<file path="config.mk">
export PLATFORM = sky130hd
export DESIGN_NAME = rth_div_step
export DESIGN_NICKNAME = d
export VERILOG_FILES = /design/src/design/rth_pkg.sv /design/src/design/rth_div_step.sv
export SDC_FILE = /design/constraint.sdc
export NUM_CORES = 1
export LEC_CHECK = 0
export BUFFER_PORTS_ARGS = -buffer_cell sky130_fd_sc_hd__buf_2
export CAP_MARGIN = 5
export CORE_MARGIN = 4
export CORE_UTILIZATION = 45
export DETAILED_ROUTE_END_ITERATION = 8
export PLACE_DENSITY = 0.95
export SLEW_MARGIN = 20
export SYNTH_ARGS = -nofsm -noshare
export SYNTH_HDL_FRONTEND = slang
export SYNTH_SLANG_ARGS = --single-unit
</file>
<file path="constraint.sdc">
create_clock -name vclk -period 3.35
set_clock_uncertainty 0.15 [all_clocks]
set_input_delay 0.335 -clock vclk [all_inputs]
set_output_delay 0.335 -clock vclk [all_outputs]
set_load 0.01 [all_outputs]
</file>
<file path="src/design/rth_pkg.sv">
`timescale 1ns / 1ps
package rth_pkg;

  localparam int FRAC_BITS_DEF = 16;

  // arctangent table in degrees, 24 fraction bits
  localparam int      TBL_BITS    = 24;
  localparam longint  SQRT3_Q24   = 64'sd29058991;
  localparam longint  RAD2DEG_Q24 = 64'sd961263669;
  localparam longint  ATAN_Q24 [11] = '{
    64'sd754974720, 64'sd445687602, 64'sd235489088, 64'sd119537938, 64'sd60000934,
    64'sd30029717, 64'sd15018523, 64'sd7509720, 64'sd3754917, 64'sd1877466,
    64'sd938734
  };

  // divider geometry for saturation
  localparam int REM_W = 19;
  localparam int DEN_W = 11;
  localparam int Q_W   = 8;

  typedef struct packed {
    logic [7:0] blue;
    logic [7:0] green;
    logic [7:0] red;
  } pix_in_t;

  typedef struct packed {
    logic [7:0] hue;
    logic [7:0] saturation;
    logic [7:0] intensity;
  } hsi_out_t;

  // round half up, for positive constants
  function automatic longint rsh_round(longint v, int s);
    longint r;
    r = v;
    if (s > 0) begin
      r = (v + (longint'(1) <<< (s - 1))) >>> s;
    end
    return r;
  endfunction

  function automatic longint atan_qf(int i, int f);
    longint base;
    base = (i <= 10) ? ATAN_Q24[i] : rsh_round(RAD2DEG_Q24, i);
    return rsh_round(base, TBL_BITS - f);
  endfunction

endpackage

</file>
<file path="src/design/rth_div_step.sv">
`timescale 1ns / 1ps
module rth_div_step #(
  parameter int SHIFT = 0
) (
  input  logic [rth_pkg::REM_W-1:0] rem_i,
  input  logic [rth_pkg::DEN_W-1:0] den_i,
  input  logic [rth_pkg::Q_W-1:0]   q_i,
  output logic [rth_pkg::REM_W-1:0] rem_o,
  output logic [rth_pkg::Q_W-1:0]   q_o
);
  import rth_pkg::*;

  logic [REM_W-1:0] t;

  always_comb begin
    t     = REM_W'(den_i) << SHIFT;
    rem_o = rem_i;
    q_o   = q_i;
    if (rem_i >= t) begin
      rem_o    = rem_i - t;
      q_o[SHIFT] = 1'b1;
    end
  end

endmodule

</file>
==> impl_metrics.ini <==
[outcome]
status = finished, final reports clean

[placement]
placed_cell_area_sq_um = 1230
gp_congestion = 0.824
place_ws_ps = 322
io_buffers = 51
post-dp-hpwl_um = 1990
dp.cells = 216

[setup_path]
cp.required_ps = 2860
endpoint_kind = output port
startpoint_type = input pin
worst_ep_arrival_time_ps = 2520
crit_type = input pin to output port
path_max_fanout = 13

[timing]
tns_ps = 0
hold_viol = 0
rsz0062_at_grt = false
maxSlewViolCount = 0
min_period_over_period_pct = 89.8
finalSetupViolations = 0
min_period_ps = 3010
layout_setup_ws_ps = 343
max_freq_mhz = 333
relSlewSlack_pct = 64.5
worstMarginPinSlew_ps = 531

[synth]
synthCells = 147
synth-seq-area-share_pct = 0
ys_warn_count = 0
syn_avg_cell_area_sq_um = 6.79
yosysUniqueCellTypes = 43
synth_area_sq_um = 998
synthesis.nets = 197

[drt]
viasPerCell = 5.19
drt-initial-drc-count = 11
dr_wl_met3_um = 199
top_layer = met4
wl_met1_um = 1130
vias = 1120
antenna_left = 0
wire_per_inst_um = 10.8
dr.pass1.iters = 4
wl_met2_um = 990
drcViolationCount = 0
routed_wl_um = 2320

[cells_and_area]
fin_util_pct = 60.1
stdcell_area_sq_um = 1230
syn_to_final_growth_pct = 22.9
antennaDiodeCount = 0
final_layout_size_suffix_gt1_share_pct = 32.8
regArea_sq_um = 0
stdcell_count = 216
nFlopsAndLatches = 0
nets = 241
n_clock_buffer = 0

[hold_path]
hold_class = input pin to output port
holdCritStartpoint = q_i[2]
min_path_cells = 0
holdPathEnd = q_o[2]

[global_routing]
grt_overflow_total = 0
grt_pass1_wl_um = 3590
grt_max_degree = 14
track_usage_pct = 14.9
grt_pass1_vias = 899
grt_antenna_before_repair = 0

[pwr]
p_leak_nw = 0.606
vdd_drop_max_uv = 99.8
powerDensity_nw_per_um2 = 181

[clocking]
cts.repair.resized = 0
cts_hold_buf = 0
cts_setup_buffers = 0

[die]
die_h_um = 55.1
rows = 16
die_w_um = 55.1
start_util_pct = 48.9
coreArea_sq_um = 2040
io_pins = 65
die_area_sq_um = 3040

[run]
cap_violations = 0
## kinds of logic (layout without fill, tap and decap cells)
logic type	count (synthesis)	after routing	synth area share, %
AO/OA/AOI/OAI	45	45	29.1
XOR/XNOR	14	14	12.3
adder cells (fa/ha/maj)	12	12	15.8
buffers and inverters	27	69	13.9
multiplexers	2	2	2.26
AND/OR/NAND/NOR	47	47	26.7
## layout by cell type, fill, tap and decap left out, drive strengths merged, types with 4 or more instances in the layout
cell type,count
xnor2,6
inv,15
nor2,4
ha,11
xor2,8
nand2,17
buf,54
o21ai,13
a21o,4
a21oi,11
## how the worst max path moves through the flow
| stage | slack, ps | startpoint | to |
|---|---|---|---|
| 6_report | 340 | rem_i[1] | rem_o[9] |
| 5_1_grt | 60 | den_i[1] | rem_o[5] |
| 4_1_cts | 300 | den_i[1] | rem_o[7] |
| 3_5_place_dp | 320 | den_i[1] | rem_o[7] |
| 3_3_place_gp | 350 | rem_i[9] | rem_o[5] |
| 2_1_floorplan | 570 | den_i[1] | rem_o[10] |
## critical path, stage by stage
cell and delay, ps:
buf_2 120, ha_1 300, nor2b_1 150, o31ai_1 260, a31oi_1 240, a211oi_4 570, buf_4 270, nand2_1 60
o21ai_0 60, buf_2 150
## cell usage after synthesis, types with 2 or more instances
library cell / number / area (sq um)
nand2_1: 16 / 60.1
inv_1: 15 / 56.3
o21ai_0: 13 / 65.1
a21oi_1: 11 / 55.1
ha_1: 11 / 138
buf_4: 8 / 60.1
xor2_1: 8 / 70.1
xnor2_1: 6 / 52.6
a21o_1: 4 / 30.0
nor2_1: 4 / 15.0
a31oi_1: 3 / 18.8
clkbuf_1: 3 / 11.3
nand2b_1: 3 / 18.8
nand3_1: 3 / 15.0
nor3_1: 3 / 15.0
o211ai_1: 3 / 22.5
and2_1: 2 / 12.5
and4_1: 2 / 17.5
nor2b_1: 2 / 12.5
nor4_1: 2 / 12.5
o21bai_1: 2 / 15.0
o31ai_1: 2 / 15.0
## area by class of cell
type	instances	area, sq um
timing repair buffer	54	278
multi-input combinational	120	860
fill	211	815
tap	27	33.8
inverter	15	56.3
## per-layer routing
layer	global-route usage, %	vias to the layer above
li1	-	604
met1	22.8	476
met2	24.2	38
met3	0.268	2
met4	0.810	0
met5	0	-
## where the power goes
group	internal (mW)	switching, mW	leakage (nW)
clock network	0	0	0
logic	0.103	0.120	0.606
registers	0	0	0
total	0.103	0.120	0.606
## metrics by stage
| step | power (mW) | hold WS [ps] |
|---|---|---|
| after CTS | 0.223 | 520 |
| final | 0.222 | 520 |
| after global routing | 0.251 | 520 |
| after floorplan | 0.152 | 600 |
| after detailed placement | 0.222 | 520 |
| after global placement | 0.220 | 520 |
No activity file was read; power rests on OpenSTA's default activity.
