**config.mk**
```make
export PLATFORM = sky130hd
export DESIGN_NAME = rth_post
export DESIGN_NICKNAME = d
export VERILOG_FILES = /design/src/design/rth_pkg.sv /design/src/design/rth_post.sv
export SDC_FILE = /design/constraint.sdc
export NUM_CORES = 1
export LEC_CHECK = 0
export ABC_AREA = 1
export BUFFER_PORTS_ARGS = -buffer_cell sky130_fd_sc_hd__buf_2
export CORE_MARGIN = 4
export CORE_UTILIZATION = 30
export DETAILED_ROUTE_END_ITERATION = 8
export PLACE_DENSITY = 0.65
export SYNTH_ARGS = -nofsm -noshare
export SYNTH_HDL_FRONTEND = slang
export SYNTH_SLANG_ARGS = --single-unit
```
**constraint.sdc**
```tcl
create_clock -name vclk -period 2.2
set_input_delay 0.33 -clock vclk [all_inputs]
set_output_delay 0.33 -clock vclk [all_outputs]
set_load 0.02 [all_outputs]
```
**src/design/rth_pkg.sv**
```systemverilog
`timescale 1ns / 1ps
package rth_pkg;

  localparam int FRAC_BITS_DEF = 16;

  // arctangent table in degrees, 24 fraction bits
  localparam int      TBL_BITS    = 24;
  localparam longint  SQRT3_Q24   = 64'sd29058991;
  localparam longint  RAD2DEG_Q24 = 64'sd961263669;
  localparam longint  ATAN_Q24 [11] = '{
    64'sd754974720, 64'sd445687602, 64'sd235489088, 64'sd119537938, 64'sd60000934,
    64'sd30029717, 64'sd15018523, 64'sd7509720, 64'sd3754917, 64'sd1877466,
    64'sd938734
  };

  // divider geometry for saturation
  localparam int REM_W = 19;
  localparam int DEN_W = 11;
  localparam int Q_W   = 8;

  typedef struct packed {
    logic [7:0] blue;
    logic [7:0] green;
    logic [7:0] red;
  } pix_in_t;

  typedef struct packed {
    logic [7:0] hue;
    logic [7:0] saturation;
    logic [7:0] intensity;
  } hsi_out_t;

  // round half up, for positive constants
  function automatic longint rsh_round(longint v, int s);
    longint r;
    r = v;
    if (s > 0) begin
      r = (v + (longint'(1) <<< (s - 1))) >>> s;
    end
    return r;
  endfunction

  function automatic longint atan_qf(int i, int f);
    longint base;
    base = (i <= 10) ? ATAN_Q24[i] : rsh_round(RAD2DEG_Q24, i);
    return rsh_round(base, TBL_BITS - f);
  endfunction

endpackage

```
**src/design/rth_post.sv**
```systemverilog
`timescale 1ns / 1ps
module rth_post #(
  parameter int FRAC_BITS = rth_pkg::FRAC_BITS_DEF,
  parameter int ZW        = FRAC_BITS + 10
) (
  input  logic signed [ZW-1:0]   z_i,
  input  logic                   gray_i,
  input  logic                   mirror_i,
  input  logic                   black_i,
  input  logic [rth_pkg::Q_W-1:0] q_i,
  input  logic [7:0]             inten_i,
  output rth_pkg::hsi_out_t      res_o
);
  import rth_pkg::*;

  localparam logic signed [ZW-1:0] ONE  = ZW'(1) <<< FRAC_BITS;
  localparam logic signed [ZW-1:0] Z180 = ONE * ZW'(180);

  logic signed [ZW-1:0] zc;
  logic signed [ZW-1:0] h;
  logic signed [ZW-1:0] hr;

  always_comb begin
    zc = z_i;
    if (z_i < 0) zc = '0;
    if (z_i > Z180) zc = Z180;
    h  = mirror_i ? (ONE * ZW'(360) - zc) : zc;
    hr = (h + ONE) >>> (FRAC_BITS + 1);
    res_o.hue        = gray_i ? 8'd0 : hr[7:0];
    res_o.saturation = black_i ? 8'd0 : q_i;
    res_o.intensity  = inten_i;
  end

endmodule

```
==> results.json <==
{
  "status": "complete, but fails checks",
  "grt_pass1_vias": 1377,
  "insertedDiodeCount": 0,
  "core_um2": 3030,
  "route.vias.total": 1364,
  "regArea_um2": 0,
  "power.ir.vdd_worst_uv": 93.9,
  "ant_nets": 0,
  "path_max_fanout": 4,
  "yosysMostFrequentCell": "nand2_1",
  "fin_crit_sh_pct": 118,
  "top_usage_layer": "met2",
  "violations": "negative setup slack",
  "postSynthCellCount": 199,
  "dp_hpwl_um": 2220,
  "worst_slew_pin_slew_ps": 363,
  "final.setup.worst_slack_ps": -397,
  "min_period_ps": 2600,
  "overflow": 0,
  "drtPass1Iterations": 4,
  "critPathCaptureType": "primary output",
  "seq_cells": 0,
  "holdWs_ps": 660,
  "drcViolationCount": 0,
  "hold-path-cell-count": 0,
  "totalWireLength_um": 2780,
  "hold_viol_final": 0,
  "slew_headroom_pct": 75.7,
  "powerDensity_nw_per_um2": 204,
  "grt_pass1_wl_um": 5110,
  "setup_tns_ps": -2210,
  "max_freq_mhz": 385,
  "yosysUniqueCellTypes": 27,
  "total_power_uw": 349,
  "syn_area_um2": 948,
  "start_util_pct": 31.3,
  "dieHeight_um": 64.2,
  "synth.top_cell.area_share_pct": 20.6,
  "antenna_found_initial": 0,
  "netlist_top_cells_area": "nand2_1 (21%), inv_1 (17%), nor2_1 (13%), nand3_1 (6.9%), buf_4 (6.3%)",
  "syn_nets": 245,
  "setup.worst_path.class": "input pin to primary output",
  "area_growth_pct": 80.2,
  "synth_warnings": 0,
  "finalNetCount": 329,
  "io_buffers": 53,
  "nClkBuffers": 0,
  "grt_setup_unrepaired": "true",
  "row_count": 20,
  "ys_seq_area_share_pct": 0,
  "yosys-top-cells-count": "nand2_1 (52), inv_1 (42), nor2_1 (34), nand3_1 (13), nand2_2 (9)",
  "die_x_um": 64.2,
  "post_synth.cell_area_avg_um2": 4.77,
  "report.final.slew_viol_count": 0,
  "grt_start_max_net_pins": 13,
  "vias_per_cell": 4.20,
  "met1_usage_pct": 16.3,
  "place_congestion": 0.802,
  "max-cap-violations": 0,
  "drt_iter0_drc": 35,
  "avgRoutedWirePerCell_um": 8.54,
  "ios": 69,
  "grt.met3_usage_pct": 1.23,
  "die_area_um2": 4120,
  "min_path_type": "input pin to primary output",
  "synth_largest_area_cell": "nand2_1",
  "cp.required_ps": 1870,
  "power_leakage_uw": 0.000989,
  "drive_gt1_share_pct": 56.6,
  "crit_path_start_kind": "input pin",
  "finalSetupViolCount": 7,
  "gr-usage-all-layers_pct": 14.1,
  "arrival_ps": 2270,
  "use_met2_pct": 28.6
}
## per-layer routing
layer	vias to the layer above	wire length [um]
met3	0	117
met4	0	0
met2	22	1500
met1	590	1160
li1	752	-
met5	-	0
## worst paths after layout
kind        from   endpoint  slack (ps)
max      z_i[25]  res_o[23]        -400
min   inten_i[0]   res_o[0]         660
## critical path: stages
cell and delay, ps:
buf_12 110, inv_12 40, nand2_4 40, nor2_4 110, nand2_1 70, a21oi_2 200
nand2_4 100, buf_6 130, nand2_4 50, nand3_2 90, nand2_2 100, ha_4 140
inv_2 40, nor2_4 100, nand2_2 60, nor2_2 100, nand2_2 70, nor2_1 100
nor2_1 60, nor2_2 110, buf_6 120
## where the power goes
| group | switching, uW | total [uW] | leakage [uW] | internal [uW] |
|---|---|---|---|---|
| Clock | 0 | 0 | 0 | 0 |
| Combinational | 186 | 349 | 0.000989 | 163 |
| Sequential | 0 | 0 | 0 | 0 |
## what timing repair did
action | CTS | global route
setup endpoints to repair | 8 | 8
pin swaps | 12 | 21
resized for setup | 37 | 23
hold buffers | 0 | 0
setup buffers | 4 | 4
## cell usage in the layout (no fill, tap or decap), drive strengths merged
master,instances
a21boi,1
a21oi,5
a22oi,1
buf,93
clkinv,2
ha,1
inv,46
nand2,62
nand3,18
nand3b,1
nand4,2
nor2,41
nor3,3
o211ai,1
o21ai,4
## kinds of logic (layout without fill, tap and decap cells)
logic type | Yosys count | count (layout) | share of synthesized area, %
AND/OR/NAND/NOR | 127 | 127 | 62.7
adder cells (fa/ha/maj) | 1 | 1 | 1.32
AO/OA/AOI/OAI | 12 | 12 | 8.31
buffers and inverters | 59 | 141 | 27.7
## cell type report
cell class                      count  area, um^2
Fill cell                         313        1320
Multi-Input combinational cell    140         815
Inverter                           48         200
Timing Repair Buffer               93         639
Tap cell                           44        55.1
## stage by stage
stage	cell area [um^2]	std cells	utilization (%)	setup WS, ps
floorplan	978	199	-	-143
global placement	1460	317	48.2	-398
detailed placement	1460	317	48.2	-447
CTS	1610	321	53.0	-344
global route	1710	325	56.4	-560
finish	1710	325	56.4	-397
(Power assumes the default switching activity.)
