[config.mk]
export PLATFORM = sky130hd
export DESIGN_NAME = rth_cordic_step
export DESIGN_NICKNAME = d
export VERILOG_FILES = /design/src/design/rth_pkg.sv /design/src/design/rth_cordic_step.sv
export SDC_FILE = /design/constraint.sdc
export NUM_CORES = 1
export LEC_CHECK = 0
export ABC_AREA = 1
export ABC_CLOCK_PERIOD_IN_PS = 4800
export BUFFER_PORTS_ARGS = -buffer_cell sky130_fd_sc_hd__clkbuf_2
export CAP_MARGIN = 20
export CORE_MARGIN = 8
export CORE_UTILIZATION = 30
export DETAILED_ROUTE_END_ITERATION = 16
export GPL_TIMING_DRIVEN = 0
export SKIP_LAST_GASP = 1
export SYNTH_ARGS = -nofsm -noshare
export SYNTH_HDL_FRONTEND = slang
export SYNTH_SLANG_ARGS = --single-unit
export TNS_END_PERCENT = 20
[constraint.sdc]
create_clock -name vclk -period 4.8
set_input_delay 0.72 -clock vclk [all_inputs]
set_output_delay 0.72 -clock vclk [all_outputs]
set_load 0.03 [all_outputs]
[src/design/rth_pkg.sv]
`timescale 1ns / 1ps
package rth_pkg;

  localparam int FRAC_BITS_DEF = 16;

  // arctangent table in degrees, 24 fraction bits
  localparam int      TBL_BITS    = 24;
  localparam longint  SQRT3_Q24   = 64'sd29058991;
  localparam longint  RAD2DEG_Q24 = 64'sd961263669;
  localparam longint  ATAN_Q24 [11] = '{
    64'sd754974720, 64'sd445687602, 64'sd235489088, 64'sd119537938, 64'sd60000934,
    64'sd30029717, 64'sd15018523, 64'sd7509720, 64'sd3754917, 64'sd1877466,
    64'sd938734
  };

  // divider geometry for saturation
  localparam int REM_W = 19;
  localparam int DEN_W = 11;
  localparam int Q_W   = 8;

  typedef struct packed {
    logic [7:0] blue;
    logic [7:0] green;
    logic [7:0] red;
  } pix_in_t;

  typedef struct packed {
    logic [7:0] hue;
    logic [7:0] saturation;
    logic [7:0] intensity;
  } hsi_out_t;

  // round half up, for positive constants
  function automatic longint rsh_round(longint v, int s);
    longint r;
    r = v;
    if (s > 0) begin
      r = (v + (longint'(1) <<< (s - 1))) >>> s;
    end
    return r;
  endfunction

  function automatic longint atan_qf(int i, int f);
    longint base;
    base = (i <= 10) ? ATAN_Q24[i] : rsh_round(RAD2DEG_Q24, i);
    return rsh_round(base, TBL_BITS - f);
  endfunction

endpackage

[src/design/rth_cordic_step.sv]
`timescale 1ns / 1ps
module rth_cordic_step #(
  parameter int FRAC_BITS = rth_pkg::FRAC_BITS_DEF,
  parameter int STEP      = 0,
  parameter int W         = FRAC_BITS + 12,
  parameter int ZW        = FRAC_BITS + 10
) (
  input  logic                  bypass_i,
  input  logic signed [W-1:0]   x_i,
  input  logic signed [W-1:0]   y_i,
  input  logic signed [ZW-1:0]  z_i,
  output logic signed [W-1:0]   x_o,
  output logic signed [W-1:0]   y_o,
  output logic signed [ZW-1:0]  z_o
);
  import rth_pkg::*;

  localparam logic signed [ZW-1:0] ANG = ZW'(atan_qf(STEP, FRAC_BITS));

  logic signed [W-1:0] xs;
  logic signed [W-1:0] ys;

  always_comb begin
    // shifts truncate toward zero
    xs = x_i[W-1] ? -((-x_i) >>> STEP) : (x_i >>> STEP);
    ys = y_i[W-1] ? -((-y_i) >>> STEP) : (y_i >>> STEP);
    x_o = x_i;
    y_o = y_i;
    z_o = z_i;
    if (!bypass_i) begin
      if (y_i > 0) begin
        x_o = x_i + ys;
        y_o = y_i - xs;
        z_o = z_i + ANG;
      end else begin
        x_o = x_i - ys;
        y_o = y_i + xs;
        z_o = z_i - ANG;
      end
    end
  end

endmodule

==> summary.md <==
| Metric | Value |
|---|---|
| Status | `finished clean` |
| Tmin final | `4.69 ns` |
| Final hold violations | `0` |
| Final #Nets | `around 1400` |
| Core Area | `0.0193 mm²` |
| Final core utilization | `39.7%` |
| Yosys warnings | `0` |
| Synth-to-Final Area Change | `30.2%` |
| Non-Filler Instances | `about 1600` |
| Clock buffer count | `0` |
| WP data arrival | `slightly below 4 ns` |
| Pleak | `0.00395 µW` |
| Final RePlAce weighted congestion | `0.979` |
| # DRC | `0` |
| Die H | `~160 µm` |
| Mapped Nets | `approximately 1300` |
| Fin. max-slew vios | `0` |
| Crit path from | `x_i[1]` |
| Pwr Density | `between 150 and 200 mW/mm²` |
| Final setup fails | `0` |
| Hold Buf Count CTS | `0` |
| First drt pass iteration count | `5` |
| Row cnt | `51` |
| FF+latch area | `0 µm²` |
| Cell at the slowest stage of the critical path | `ha_1` |
| Largest net degree at the start of global routing | `15` |
| Seq_cells | `0` |
| Chip width | `between 150 and 200 µm` |
| Top cells by count, synth | `301 x nand2_1, 149 x inv_1, 125 x nor2_1` |
| Drt via density | `5.16` |
| Synthesized area | `about 0.006 mm²` |
| Peak supply drop | `~0.000065 V` |
| CP peak stage delay | `0.41 ns` |
| # IOs | `165` |
| WHS Path Cells | `2` |
| Port buffer count | `about 150` |
| Top cell type's share of synthesized area | `19.2%` |
| GRT Overall Usage | `20.4%` |
| Final ANT Viol Nets | `0` |
| F_max | `approximately 0.21 GHz` |
| Final antenna diode count | `0` |
| Synth area leader | `nand2_1` |
| Via Count | `about 8000` |
| Period utilization | `a little over nine tenths` |
| Hold Crit Start | `z_i[0]` |
| Worst setup SP type | `primary input` |
| Headroom to the max-slew limit | `between 40% and 50%` |
| Sequential area share after synthesis | `0%` |
| Max cap viols | `0` |
| Post-synthesis cell type count | `38` |
| Initial Util | `a little under a third` |
| First-pass GRT wire length | `between 30 and 40 mm` |
| Remaining global-route overflow | `0` |
| Most frequent cell after synthesis | `nand2_1` |
| Post-Syn Instances | `between 1000 and 1500` |
| Avg Inst Size Synth | `between 5 and 6 µm²` |
| HPWL after DPL | `roughly 22 mm` |
| Worst-Margin Slew | `about 0.84 ns` |
| RSZ-0062 raised after global routing | `yes` |
| Synth area leaders | `nand2_1 19%, ha_1 14%, inv_1 9.5%` |
| WL final | `approximately 26 mm` |
| Die area | `approximately 0.024 mm²` |
| Vias in the first global route | `between 7000 and 8000` |
| WHS Endpoint | `z_o[0]` |
| Crit path kind | `in2out` |
| Worst Path Required | `4.08 ns` |
| Placed insts | `1538` |
| Worst min path class | `in2out` |
| Crit-path max FO | `4` |
| Routed WL per cell | `16.9 µm` |
| Worst Setup End Kind | `output pin` |
| Initial antenna violation count | `0` |
| Initial DRC Count | `roughly 520` |
| Share of cells above drive strength 1 | `about a quarter` |
| Crit path cell chain | `clkbuf_2, inv_2, ha_2, nor3b_4, nand2_2, nor2_4, nand4_1, o31ai_2, xor2_1, ha_1, nand2_2, nor2_2, inv_2, nor3_4, nand4_1, nand3_1, nand2_1, nand3_1, o21ai_0, buf_4` |
## kinds of logic (layout without fill, tap and decap cells)
group | after synthesis | count (layout) | synth area share, %
AOI/OAI and AO/OA | 213 | 213 | 19.8
buffers and inverters | 185 | 352 | 13.3
adders and majority gates | 67 | 67 | 14.6
and+or+nand+nor | 601 | 601 | 43.6
xor gates and xnor gates | 59 | 59 | 8.77
## placed cells by master (no fill, tap or decap), types with 5 or more instances in the layout
cell type,n
or2_2,12
nor3_1,16
nor2_2,19
a21o_1,6
xnor2_1,9
nand3_1,91
a21oi_2,23
clkbuf_4,5
nand2_2,18
o21bai_1,5
o21ai_0,70
ha_4,5
o21ai_2,10
nand2_1,284
buf_4,46
clkbuf_2,129
nand4_1,27
inv_1,145
o22ai_1,6
ha_1,52
nor2_4,9
clkbuf_1,10
a21oi_1,57
nand3b_1,10
ha_2,7
o21ai_1,15
nor2_1,102
xor2_1,46
a31oi_1,5
## worst max-delay path: cells and delay by family
family | cells | cell delay (ns)
buffers and inverters | 4 | 0.51
AO/OA/AOI/OAI | 2 | 0.42
AND/OR/NAND/NOR | 11 | 1.56
adder cells (fa/ha/maj) | 2 | 0.60
XOR/XNOR | 1 | 0.14
## how the worst max path moves through the flow
| stage | endpoint | slack [ns] | depth (start not counted) |
|---|---|---|---|
| final | y_o[21] | 0.11 | 20 |
| after global routing | y_o[24] | -0.1 | 20 |
| after detailed placement | y_o[17] | -0.52 | 21 |
| after CTS | y_o[17] | -0.07 | 21 |
| after global placement | y_o[17] | -0.51 | 21 |
| after floorplan | y_o[10] | 0.35 | 20 |
## through the flow
stage          setup WS [ns]  hold WS, ns  setup TNS [ns]  instance area (µm²)  total power [µW]
2_1_floorplan          0.349         1.57               0                 5890               890
3_3_place_gp          -0.505         1.70          -11.61                 6960              1250
3_5_place_dp          -0.522         1.70          -11.60                 6960              1260
4_1_cts              -0.0655         1.70          -0.439                 7170              1310
5_1_grt              -0.0985         1.71           -1.20                 7670              1540
6_report               0.114         1.70               0                 7670              1410
## final cells by class
class | count | area [µm²]
Multi-Input combinational cell | 940 | 5590
Timing Repair Buffer | 167 | 932
Fill cell | 2169 | 11700
Buffer | 35 | 245
Inverter | 150 | 568
Tap cell | 265 | 332
## report_power, final
| part | internal [µW] | switching, µW | leakage [µW] |
|---|---|---|---|
| Sequential | 0 | 0 | 0 |
| Clock | 0 | 0 | 0 |
| Combinational | 473 | 933 | 0.00395 |
## what timing repair did
action,in CTS,in global routing
gates resized for setup,57,140
buffers inserted,6,13
pin swaps,13,27
endpoints found under the setup margin,45,43
endpoints found under the hold margin,0,0
## layer usage
metal  GRT usage, %  vias to the layer above  share of wire (%)
met5              0                        -                  0
met4           5.31                        0                2.6
met3           1.69                       46                6.4
met2           37.5                      279                 49
met1           25.0                     3671                 42
li1               -                     4035                  -
No activity file was read; power rests on OpenSTA's default activity.
