### config.mk
export PLATFORM = sky130hd
export DESIGN_NAME = rth_prep
export DESIGN_NICKNAME = d
export VERILOG_FILES = /design/src/design/rth_pkg.sv /design/src/design/rth_prep.sv
export SDC_FILE = /design/constraint.sdc
export NUM_CORES = 1
export LEC_CHECK = 0
export CORE_MARGIN = 10
export CORE_UTILIZATION = 60
export DETAILED_ROUTE_END_ITERATION = 7
export DONT_BUFFER_PORTS = 1
export GPL_TIMING_DRIVEN = 0
export PLACE_DENSITY_LB_ADDON = 0.25
export SETUP_SLACK_MARGIN = 0.02
export SLEW_MARGIN = 20
export SYNTH_ARGS = -nofsm -noshare
export SYNTH_HDL_FRONTEND = slang
export SYNTH_SLANG_ARGS = --single-unit
export TNS_END_PERCENT = 100
### constraint.sdc
create_clock -name vclk -period 32.9
set_input_delay 4.935 -clock vclk [all_inputs]
set_output_delay 4.935 -clock vclk [all_outputs]
set_load 0.01 [all_outputs]
### src/design/rth_pkg.sv
`timescale 1ns / 1ps
package rth_pkg;

  localparam int FRAC_BITS_DEF = 16;

  // arctangent table in degrees, 24 fraction bits
  localparam int      TBL_BITS    = 24;
  localparam longint  SQRT3_Q24   = 64'sd29058991;
  localparam longint  RAD2DEG_Q24 = 64'sd961263669;
  localparam longint  ATAN_Q24 [11] = '{
    64'sd754974720, 64'sd445687602, 64'sd235489088, 64'sd119537938, 64'sd60000934,
    64'sd30029717, 64'sd15018523, 64'sd7509720, 64'sd3754917, 64'sd1877466,
    64'sd938734
  };

  // divider geometry for saturation
  localparam int REM_W = 19;
  localparam int DEN_W = 11;
  localparam int Q_W   = 8;

  typedef struct packed {
    logic [7:0] blue;
    logic [7:0] green;
    logic [7:0] red;
  } pix_in_t;

  typedef struct packed {
    logic [7:0] hue;
    logic [7:0] saturation;
    logic [7:0] intensity;
  } hsi_out_t;

  // round half up, for positive constants
  function automatic longint rsh_round(longint v, int s);
    longint r;
    r = v;
    if (s > 0) begin
      r = (v + (longint'(1) <<< (s - 1))) >>> s;
    end
    return r;
  endfunction

  function automatic longint atan_qf(int i, int f);
    longint base;
    base = (i <= 10) ? ATAN_Q24[i] : rsh_round(RAD2DEG_Q24, i);
    return rsh_round(base, TBL_BITS - f);
  endfunction

endpackage

### src/design/rth_prep.sv
`timescale 1ns / 1ps
module rth_prep #(
  parameter int FRAC_BITS = rth_pkg::FRAC_BITS_DEF,
  parameter int W         = FRAC_BITS + 12,
  parameter int ZW        = FRAC_BITS + 10
) (
  input  rth_pkg::pix_in_t               pix_i,
  output logic signed [W-1:0]            x_o,
  output logic signed [W-1:0]            y_o,
  output logic signed [ZW-1:0]           z_o,
  output logic                           axis_o,
  output logic                           gray_o,
  output logic                           mirror_o,
  output logic                           black_o,
  output logic [rth_pkg::REM_W-1:0]      rem_o,
  output logic [rth_pkg::DEN_W-1:0]      den_o,
  output logic [7:0]                     inten_o
);
  import rth_pkg::*;

  localparam logic [FRAC_BITS:0] S3Q =
    (FRAC_BITS + 1)'(rsh_round(SQRT3_Q24, TBL_BITS - FRAC_BITS));
  localparam logic signed [ZW-1:0] ONE = ZW'(1) <<< FRAC_BITS;

  logic signed [10:0]          diff;
  logic [7:0]                  d;
  logic signed [W-1:0]         xr;
  logic signed [W-1:0]         yr;
  logic [9:0]                  sum;
  logic [7:0]                  mn;
  logic [9:0]                  spread;
  logic [10:0]                 iv;
  logic [24:0]                 iprod;

  always_comb begin
    diff = $signed({2'b00, pix_i.red, 1'b0}) - $signed({3'b000, pix_i.green})
         - $signed({3'b000, pix_i.blue});
    d    = (pix_i.green > pix_i.blue) ? pix_i.green - pix_i.blue
                                      : pix_i.blue - pix_i.green;
    xr   = W'(diff) <<< FRAC_BITS;
    yr   = $signed(W'(d * S3Q));

    axis_o   = (d == 8'd0);
    gray_o   = axis_o && (diff == 11'sd0);
    mirror_o = pix_i.blue > pix_i.green;

    x_o = xr;
    y_o = yr;
    z_o = '0;
    if (axis_o) begin
      z_o = (xr > 0) ? '0 : ONE * ZW'(180);
    end else if (xr < 0) begin
      // turn by -90 degrees so the vector sits in the right half plane
      x_o = yr;
      y_o = -xr;
      z_o = ONE * ZW'(90);
    end

    sum = 10'(pix_i.red) + 10'(pix_i.green) + 10'(pix_i.blue);
    mn  = pix_i.red;
    if (pix_i.green < mn) mn = pix_i.green;
    if (pix_i.blue < mn)  mn = pix_i.blue;
    spread  = sum - 10'(3 * 10'(mn));
    black_o = (sum == 10'd0);
    rem_o   = REM_W'(spread) * REM_W'(510) + REM_W'(sum);
    den_o   = {sum, 1'b0};

    // floor((2*sum+3)/6) by reciprocal, exact below 1536
    iv      = {sum, 1'b0} + 11'd3;
    iprod   = 25'(iv) * 25'd10923;
    inten_o = iprod[23:16];
  end

endmodule

==> reports/qor.csv, run 1 <==
stage;metric;value;unit
layout;multi_input_comb_area;9420;um^2
detailed_routing;via_count;8018;
global_routing;via_count_of_the_first_global_routing_pass;8246;
global_routing;grt.met2_usage;36.1;%
layout;ff_latch_area;0;um^2
synthesis;synthesis.area;10500;um^2
critical_path;worst-path-max-fanout;10;
sta;finalHoldViolations;0;
layout;area_added_between_synthesis_and_finish;3.81;%
detailed_routing;drc;0;
synthesis;average_footprint_of_a_synthesized_cell;8.60;um^2
job;max-cap-violations;0;
critical_path;critPathKind;input pin to output pin;
layout;fillerInstances;1556;
critical_path;max_stage_delay;0.79;ns
synthesis;postSynthCellCount;1222;
sta;maxClockFrequency;48.2;MHz
layout;clock_buffers;0;
global_routing;grt_antenna_before_repair;0;
critical_path;cp_max_delay_cell;xor2_1;
sta;slew_headroom;27.2;%
sta;finalMaxSlewViolations;0;
clocking;ctsHoldBuffers;0;
global_routing;grt-ovfl-total;0;
sta;final_setup_fails;0;
floorplan;io_pins;148;
placed_design;dp.final_hpwl;21600;um
detailed_routing;wl;23800;um
min_path;holdCritPathClass;input pin to output pin;
clocking;cts_repair_resize_count;0;
layout;ratio_of_cells_with_drive_above_1_in_the_final_layout;6.57;%
global_routing;global_route.usage.met3;3.36;%
sta;tightest_slew;1.08;ns
layout;seq_cell_count;0;
critical_path;critPathRequiredTime;27.96;ns
global_routing;grt_start_max_net_pins;13;
critical_path;setup.worst_path.start_class;input pin;
synthesis;synth.lib_cells_used.distinct;65;
floorplan;die_height;152;um
placed_design;dp_worst_setup_slack;12.11;ns
layout;antenna_cells;0;
global_routing;globalRouteMet1Util;24.5;%
placed_design;gp_congestion;0.903;
sta;timing.setup.tns;0;ns
layout;final_net_count;1640;
global_routing;busiest_layer;met2;
sta;timing.final.ws_setup;12.15;ns
critical_path;critPathMostFrequentCell;ha_1;
synthesis;yosysWarningCount;0;
floorplan;floorplan.rows;48;
status;outcome;completed;
synthesis;synth.yosys.seq_area_share;0;%
placed_design;place.port_buffers;0;
detailed_routing;post_drt_via_cell_ratio;5.44;
global_routing;track_usage;20.0;%
sta;final.period_utilization;63.1;%
global_routing;first_pass_grt_wire_length;40100;um
critical_path;sort_of_element_at_the_end_of_the_critical_path;output pin;
critical_path;critical_path_arrival;15.82;ns
detailed_routing;drt_pre_antenna_iters;5;
detailed_routing;dr.first_iter.drc_count;327;
clocking;cts.repair_timing.setup_buffer_count;0;
floorplan;design.core.area;17200;um^2
detailed_routing;antenna_left;0;
floorplan;chipWidth;152;um
floorplan;start_util;61.0;%
detailed_routing;post_drt_wl_per_cell;16.1;um
floorplan;design.die.area;23200;um^2
sta;rsz0062_at_grt;no;
sta;timing.final.crit_period;20.75;ns
## synth_stat cells (all sizes together), types with 4 or more instances
master	n	area share, %
a211oi	9	0.64
a21boi	5	0.36
a21o	30	2.1
a21oi	68	3.2
a31oi	4	0.24
and2	12	0.71
buf	40	2.8
fa	123	23
ha	242	29
inv	240	8.6
mux2	16	1.9
mux2i	18	1.7
nand2	26	0.95
nand2b	6	0.36
nand3	23	1.1
nand4	5	0.30
nor2	74	2.6
nor2b	14	0.83
nor3	22	1.2
nor4	5	0.30
o211ai	5	0.36
o21a	19	1.4
o21ai	39	1.9
o21bai	7	0.50
or2	10	0.62
or3	7	0.46
xnor2	67	5.7
xor2	46	3.8
## cells by family after synthesis
logic type | count (synthesis) | share of synthesized area [%]
buffers and inverters | 283 | 11.5
other | 1 | 0.0357
multiplexers | 34 | 3.57
adder cells (fa/ha/maj) | 366 | 52.4
XOR/XNOR | 113 | 9.49
AND/OR/NAND/NOR | 214 | 10.2
AO/OA/AOI/OAI | 211 | 12.9
## worst paths after layout
check	from	end	slack (ns)	cells past startpoint
setup / recovery	pix_i[1]	rem_o[18]	12.15	43
hold / removal	pix_i[16]	den_o[1]	10.21	1
## routing by layer
layer / vias to the layer above / share of wire (%)
met5: - / 0
met4: 0 / 1.8
met3: 25 / 5.5
met2: 156 / 50
met1: 3783 / 43
li1: 4054 / -
## through the flow
step	utilization, %	instance area (um^2)	hold slack, ns	instances
after global placement	63.2	10900	10.22	1474
after global routing	63.3	10900	10.21	1474
after detailed placement	63.2	10900	10.21	1474
final	63.3	10900	10.21	1474
after CTS	63.2	10900	10.22	1474
after floorplan	-	10600	10.11	1249
## cell usage in the layout, fill, tap and decap left out, types with 3 or more instances in the layout
cell,synthesis,routed
ha_1,242,242
inv_1,239,239
fa_1,123,123
nor2_1,74,73
a21oi_1,68,68
xnor2_1,66,65
xor2_1,46,45
o21ai_0,39,39
buf_4,34,34
a21o_1,30,30
conb_1,1,28
nand2_1,25,25
nand3_1,22,22
nor3_1,21,21
o21a_1,19,19
mux2i_1,18,18
nor2b_1,14,14
mux2_2,12,12
and2_1,12,12
or2_2,9,9
a211oi_1,9,9
o21bai_1,7,7
nand2b_1,6,6
or3_1,6,6
o211ai_1,5,5
nand4_1,5,5
a21boi_0,5,5
nor4_1,5,5
a31oi_1,4,4
buf_2,4,4
mux2_4,4,4
o31ai_1,3,3
a2111oi_0,3,3
and3_1,3,3
o41ai_1,3,3
## area by class of cell
cell class                      count  share of cell area [%]
Buffer                             42                    2.73
Inverter                          241                    8.33
Multi-Input combinational cell    966                    86.4
Tap cell                          225                    2.58
## worst max-delay path: cells and delay by family
kind | cells | cell delay [ns]
compound gates | 17 | 3.31
xor+xnor | 4 | 1.34
fa+ha+maj | 9 | 3.54
buf+inv | 6 | 0.96
mux | 1 | 0.43
simple gates | 6 | 1.29
Power of run 1 is left out: the tool's default activity adds up to more than one toggle a clock period on the data nets, which glitch-free logic cannot reach.
==> run 2: changes to the inputs <==
ABC_AREA = 1   (was unset)
clock period = 18.8 ns   (was 32.9 ns; I/O delays follow)
==> run 2 against run 1 <==
Net effect:
- first-iteration DRC count up 75%
- hold slack worse by 4.2 ns
- area after synthesis up 9.7%
- sequential cell count unchanged
- count of clock-buffer cells in the layout unchanged
- sequential share of layout area unchanged
- cell count up 29%
- wire length up 18%
- synthesized cell count up 32%
- critical path depth up 2
- setup slack worse by 8.6 ns
- utilization up 0.20 points
- critical endpoint unchanged
==> reports/qor.csv, run 2 <==
stage;metric;value;unit;change
critical_path;worst-path-max-fanout;10;;unchanged
sta;final_setup_fails;0;;unchanged
floorplan;design.core.area;18800;um^2;was 17200 um^2
detailed_routing;via_count;10100;;was 8018
min_path;holdCritPathClass;input pin to output pin;;unchanged
synthesis;area_share_of_the_leading_cell_type_in_the_synthesized_netlist;26.3;%;was 28.8%
layout;final_net_count;2036;;was 1640
critical_path;path_delay_family;adder cells;;unchanged
synthesis;synth.most_common_cell;inv_1;;was ha_1
detailed_routing;drt_pre_antenna_iters;7;;was 5
global_routing;via_count_of_the_first_global_routing_pass;10200;;was 8246
min_path;worst_hold_startpoint;pix_i[16];;unchanged
status;outcome;completed;;unchanged
detailed_routing;wl;28100;um;was 23800 um
floorplan;start_util;61.2;%;was 61.0%
layout;seq_cell_count;0;;unchanged
sta;timing.final.crit_period;15.21;ns;
sta;tightest_slew;1.01;ns;was 1.08 ns
sta;rsz0062_at_grt;no;;unchanged
critical_path;setup.worst_path.start_class;input pin;;unchanged
floorplan;die_height;159;um;was 152 um
layout;layout_common_cells;inv_1 (351), nand2_1 (325), ha_1 (242), fa_1 (123), nor2_1 (99);;was ha_1 (242), inv_1 (239), fa_1 (123), nor2_1 (73), a21oi_1 (68)
clocking;cts_repair_resize_count;0;;unchanged
critical_path;critPathMostFrequentCell;nand2_1;;was ha_1
detailed_routing;dr.first_iter.drc_count;573;;was 327
floorplan;io_pins;148;;unchanged
synthesis;synth_area_leaders;ha_1 (26%), fa_1 (21%), inv_1 (11%);;was ha_1 (29%), fa_1 (23%), inv_1 (8.5%)
critical_path;sort_of_element_at_the_end_of_the_critical_path;output pin;;unchanged
sta;maxClockFrequency;65.7;MHz;
synthesis;average_footprint_of_a_synthesized_cell;7.12;um^2;was 8.60 um^2
synthesis;yosysWarningCount;0;;unchanged
sta;finalMaxSlewViolations;0;;unchanged
sta;slew_headroom;32.4;%;was 27.2%
min_path;hold_path_depth;1;;unchanged
layout;ratio_of_cells_with_drive_above_1_in_the_final_layout;3.71;%;was 6.57%
floorplan;floorplan.rows;50;;was 48
global_routing;first_pass_grt_wire_length;47300;um;was 40100 um
synthesis;synth.yosys.seq_area_share;0;%;unchanged
synthesis;synth.lib_cells_used.distinct;46;;was 65
sta;finalHoldViolations;0;;unchanged
critical_path;timing.critical_path.buf_inv;8;;was 6
job;max-cap-violations;0;;unchanged
floorplan;chipWidth;159;um;was 152 um
global_routing;grt_start_max_net_pins;13;;unchanged
critical_path;critPathRequiredTime;15.98;ns;was 27.96 ns
sta;timing.setup.tns;0;ns;unchanged
global_routing;grt_antenna_before_repair;0;;unchanged
min_path;holdPathEnd;den_o[1];;unchanged
detailed_routing;drc;0;;unchanged
global_routing;track_usage;22.4;%;was 20.0%
clocking;ctsHoldBuffers;0;;unchanged
detailed_routing;post_drt_via_cell_ratio;5.30;;was 5.44
sta;final.period_utilization;80.9;%;
clocking;cts.repair_timing.setup_buffer_count;0;;unchanged
layout;postLayoutCoreUtil;63.5;%;was 63.3%
layout;ff_latch_area;0;um^2;unchanged
critical_path;critPathKind;input pin to output pin;;unchanged
synthesis;synthDominantAreaCellType;ha_1;;unchanged
critical_path;critical_path_arrival;12.39;ns;was 15.82 ns
layout;area_added_between_synthesis_and_finish;3.70;%;was 3.81%
critical_path;max_stage_delay;0.55;ns;was 0.79 ns
placed_design;place.port_buffers;0;;unchanged
floorplan;design.die.area;25200;um^2;was 23200 um^2
detailed_routing;post_drt_wl_per_cell;14.7;um;was 16.1 um
placed_design;dp.final_hpwl;25500;um;was 21600 um
synthesis;postSynthCellCount;1618;;was 1222
placed_design;gp_congestion;0.933;;was 0.903
synthesis;synthesis.area;11500;um^2;was 10500 um^2
critical_path;cp_max_delay_cell;xor2_1;;unchanged
global_routing;grt-ovfl-total;0;;unchanged
layout;fillerInstances;1730;;was 1556
placed_design;dp_worst_setup_slack;3.67;ns;was 12.11 ns
layout;antenna_cells;0;;unchanged
layout;clock_buffers;0;;unchanged
synthesis;post_synth_most_frequent_cells;inv_1 (351), nand2_1 (325), ha_1 (242);;was ha_1 (242), inv_1 (239), fa_1 (123)
layout;mostFrequentLayoutCell;inv_1;;was ha_1
detailed_routing;antenna_left;0;;unchanged
sta;timing.final.ws_setup;3.59;ns;was 12.15 ns
-- run 2: cell types whose count changed after synthesis, sizes merged, moves of 19 or more --
cell,delta
o21ai,+21
xnor2,-33
nand3,+53
a21oi,+27
nor2,+26
nand2,+302
inv,+114
xor2,+19
-- run 2: cell families after synthesis --
group / count (synthesis) / share of synthesized area [%]
simple gates: 545 / 19.7
buf+inv: 399 / 14.4
fa+ha+maj: 365 / 47.6
compound gates: 208 / 10.4
xor+xnor: 99 / 7.65
mux: 1 / 0.0868
other cells: 1 / 0.0325
-- run 2: worst max-delay path by stage --
stage	from	to	slack, ns	cells after the start
finish	pix_i[7]	rem_o[18]	3.59	45
detailed placement	pix_i[7]	rem_o[18]	3.67	45
global placement	pix_i[7]	rem_o[18]	3.75	45
CTS	pix_i[7]	rem_o[18]	3.65	45
global route	pix_i[7]	rem_o[18]	2.86	45
floorplan	pix_i[7]	rem_o[18]	4.76	45
-- run 2: layer usage --
metal  global-route usage, %  share of wire, %  up-vias
met5                       0                 0        -
met4                    3.84               1.8        0
met3                    1.86               5.9       37
met2                    42.5                51      279
met1                    27.1                41     4690
li1                        -                 -     5086
-- run 2: through the flow --
stage                     cell area, um^2  hold slack [ns]  instances
after floorplan                     11600             5.90       1645
after global placement              12000             6.00       1905
after detailed placement            12000             6.00       1905
after CTS                           12000             6.01       1905
after global routing                12000             6.02       1905
final                               12000             6.01       1905
-- run 2: final cells by class --
cell class                      instances  area [um^2]  area share, %
Buffer                                 45          337           2.82
Multi-Input combinational cell       1246         9960           83.3
Inverter                              354         1330           11.1
Tap cell                              260          325           2.72
Power of run 2 is left out for the same reason.
==> run 3: changes to the inputs <==
clock period = 14.58 ns   (was 18.8 ns; I/O delays follow)
==> run 3 against run 2 <==
Net effect:
- critical path depth unchanged
- cell count unchanged
- first-iteration DRC count up 3.1%
- final area is essentially flat
- count of clock-buffer cells in the layout did not move
- non-clock buffer count unchanged
- via count is essentially flat
- setup slack lost 2.8 ns
- wire length about the same
- critical path type unchanged
- critical endpoint unchanged
==> reports/qor.csv, run 3 (synthesized netlist as in run 2, its figures left out) <==
stage;metric;value;unit;change
global_routing;grt_start_max_net_pins;13;;unchanged
floorplan;start_util;61.2;%;unchanged
layout;antenna_cells;0;;unchanged
global_routing;track_usage;22.4;%;unchanged
detailed_routing;wl_met3;1720;um;was 1670 um
detailed_routing;drc;0;;unchanged
layout;ff_latch_area;0;um^2;unchanged
clocking;cts_repair_resize_count;0;;unchanged
sta;timing.setup.tns;0;ns;unchanged
placed_design;place.port_buffers;0;;unchanged
layout;clock_buffers;0;;unchanged
status;outcome;completed;;unchanged
layout;layout_common_cells;inv_1 (351), nand2_1 (325), ha_1 (242), fa_1 (123), nor2_1 (99);;unchanged
sta;final.period_utilization;94.5;%;
layout;area_added_between_synthesis_and_finish;3.77;%;was 3.70%
floorplan;die_height;159;um;unchanged
sta;finalMaxSlewViolations;0;;unchanged
layout;final_net_count;2036;;unchanged
detailed_routing;post_drt_wl_per_cell;14.7;um;about the same
sta;finalHoldViolations;0;;unchanged
critical_path;critPathKind;input pin to output pin;;unchanged
critical_path;critPathMostFrequentCell;nand2_1;;unchanged
detailed_routing;met1_length;11600;um;was 11700 um
clocking;ctsHoldBuffers;0;;unchanged
floorplan;floorplan.rows;50;;unchanged
global_routing;grt_antenna_before_repair;0;;unchanged
critical_path;worst-path-max-fanout;10;;unchanged
placed_design;gp_congestion;0.933;;unchanged
layout;seq_cell_count;0;;unchanged
detailed_routing;met2_length;14300;um;about the same
floorplan;design.die.area;25200;um^2;unchanged
layout;mostFrequentLayoutCell;inv_1;;unchanged
critical_path;critical_path_arrival;11.59;ns;was 12.39 ns
floorplan;chipWidth;159;um;unchanged
floorplan;io_pins;148;;unchanged
sta;maxClockFrequency;72.6;MHz;
detailed_routing;antenna_left;0;;unchanged
sta;rsz0062_at_grt;no;;unchanged
detailed_routing;drt_pre_antenna_iters;6;;was 7
critical_path;cp_max_delay_cell;fa_1;;was xor2_1
sta;tightest_slew;1.02;ns;was 1.01 ns
detailed_routing;wl;28100;um;about the same
layout;fillerInstances;1730;;unchanged
detailed_routing;route.top_layer_used;met4;;unchanged
placed_design;dp.final_hpwl;25500;um;unchanged
global_routing;first_pass_grt_wire_length;47300;um;unchanged
critical_path;max_stage_delay;0.55;ns;about the same
critical_path;critPathRequiredTime;12.39;ns;was 15.98 ns
critical_path;sort_of_element_at_the_end_of_the_critical_path;output pin;;unchanged
sta;final_setup_fails;0;;unchanged
floorplan;design.core.area;18800;um^2;unchanged
detailed_routing;post_drt_via_cell_ratio;5.30;;about the same
global_routing;via_count_of_the_first_global_routing_pass;10200;;unchanged
layout;postLayoutCoreUtil;63.5;%;about the same
detailed_routing;via_count;10100;;about the same
min_path;holdCritPathClass;input pin to output pin;;unchanged
job;max-cap-violations;0;;unchanged
global_routing;grt-ovfl-total;0;;unchanged
critical_path;setup.worst_path.start_class;input pin;;unchanged
layout;ratio_of_cells_with_drive_above_1_in_the_final_layout;3.77;%;was 3.71%
sta;timing.final.crit_period;13.78;ns;
clocking;cts.repair_timing.setup_buffer_count;0;;unchanged
detailed_routing;dr.first_iter.drc_count;591;;was 573
sta;slew_headroom;31.8;%;was 32.4%
[run 3: final timing paths]
| path | from | to | slack, ns | depth (start not counted) |
|---|---|---|---|---|
| worst min-delay path | pix_i[16] | den_o[1] | 4.74 | 1 |
| worst max-delay path | pix_i[7] | rem_o[18] | 0.80 | 45 |
[run 3: final cells by class]
cell class | count | area (um^2) | area share [%]
plain buffers | 45 | 337 | 2.81
well taps | 260 | 325 | 2.72
inverters | 354 | 1330 | 11.1
multi-input cells | 1246 | 9970 | 83.4
[run 3: through the flow]
stage / hold slack (ns) / std cells / cell area (um^2) / setup WS, ns
finish: 4.74 / 1905 / 12000 / 0.799
global route: 4.75 / 1905 / 12000 / 0.111
CTS: 4.74 / 1905 / 12000 / 0.696
detailed placement: 4.73 / 1905 / 12000 / 0.718
global placement: 4.74 / 1905 / 12000 / 0.798
floorplan: 4.63 / 1645 / 11600 / 1.81
[run 3: critical path: cells and delay by family]
family          cells  cell delay (ns)
xor+xnor            2             0.56
simple gates       18             2.31
buf+inv             8             1.04
fa+ha+maj          10             4.03
compound gates      7             1.48
[run 3: routing by layer]
layer  global-route usage (%)  vias up
met5                        0        -
met4                     3.84        0
met3                     1.86       38
met2                     42.5      266
met1                     27.1     4703
li1                         -     5088
Power of run 3 is left out for the same reason.
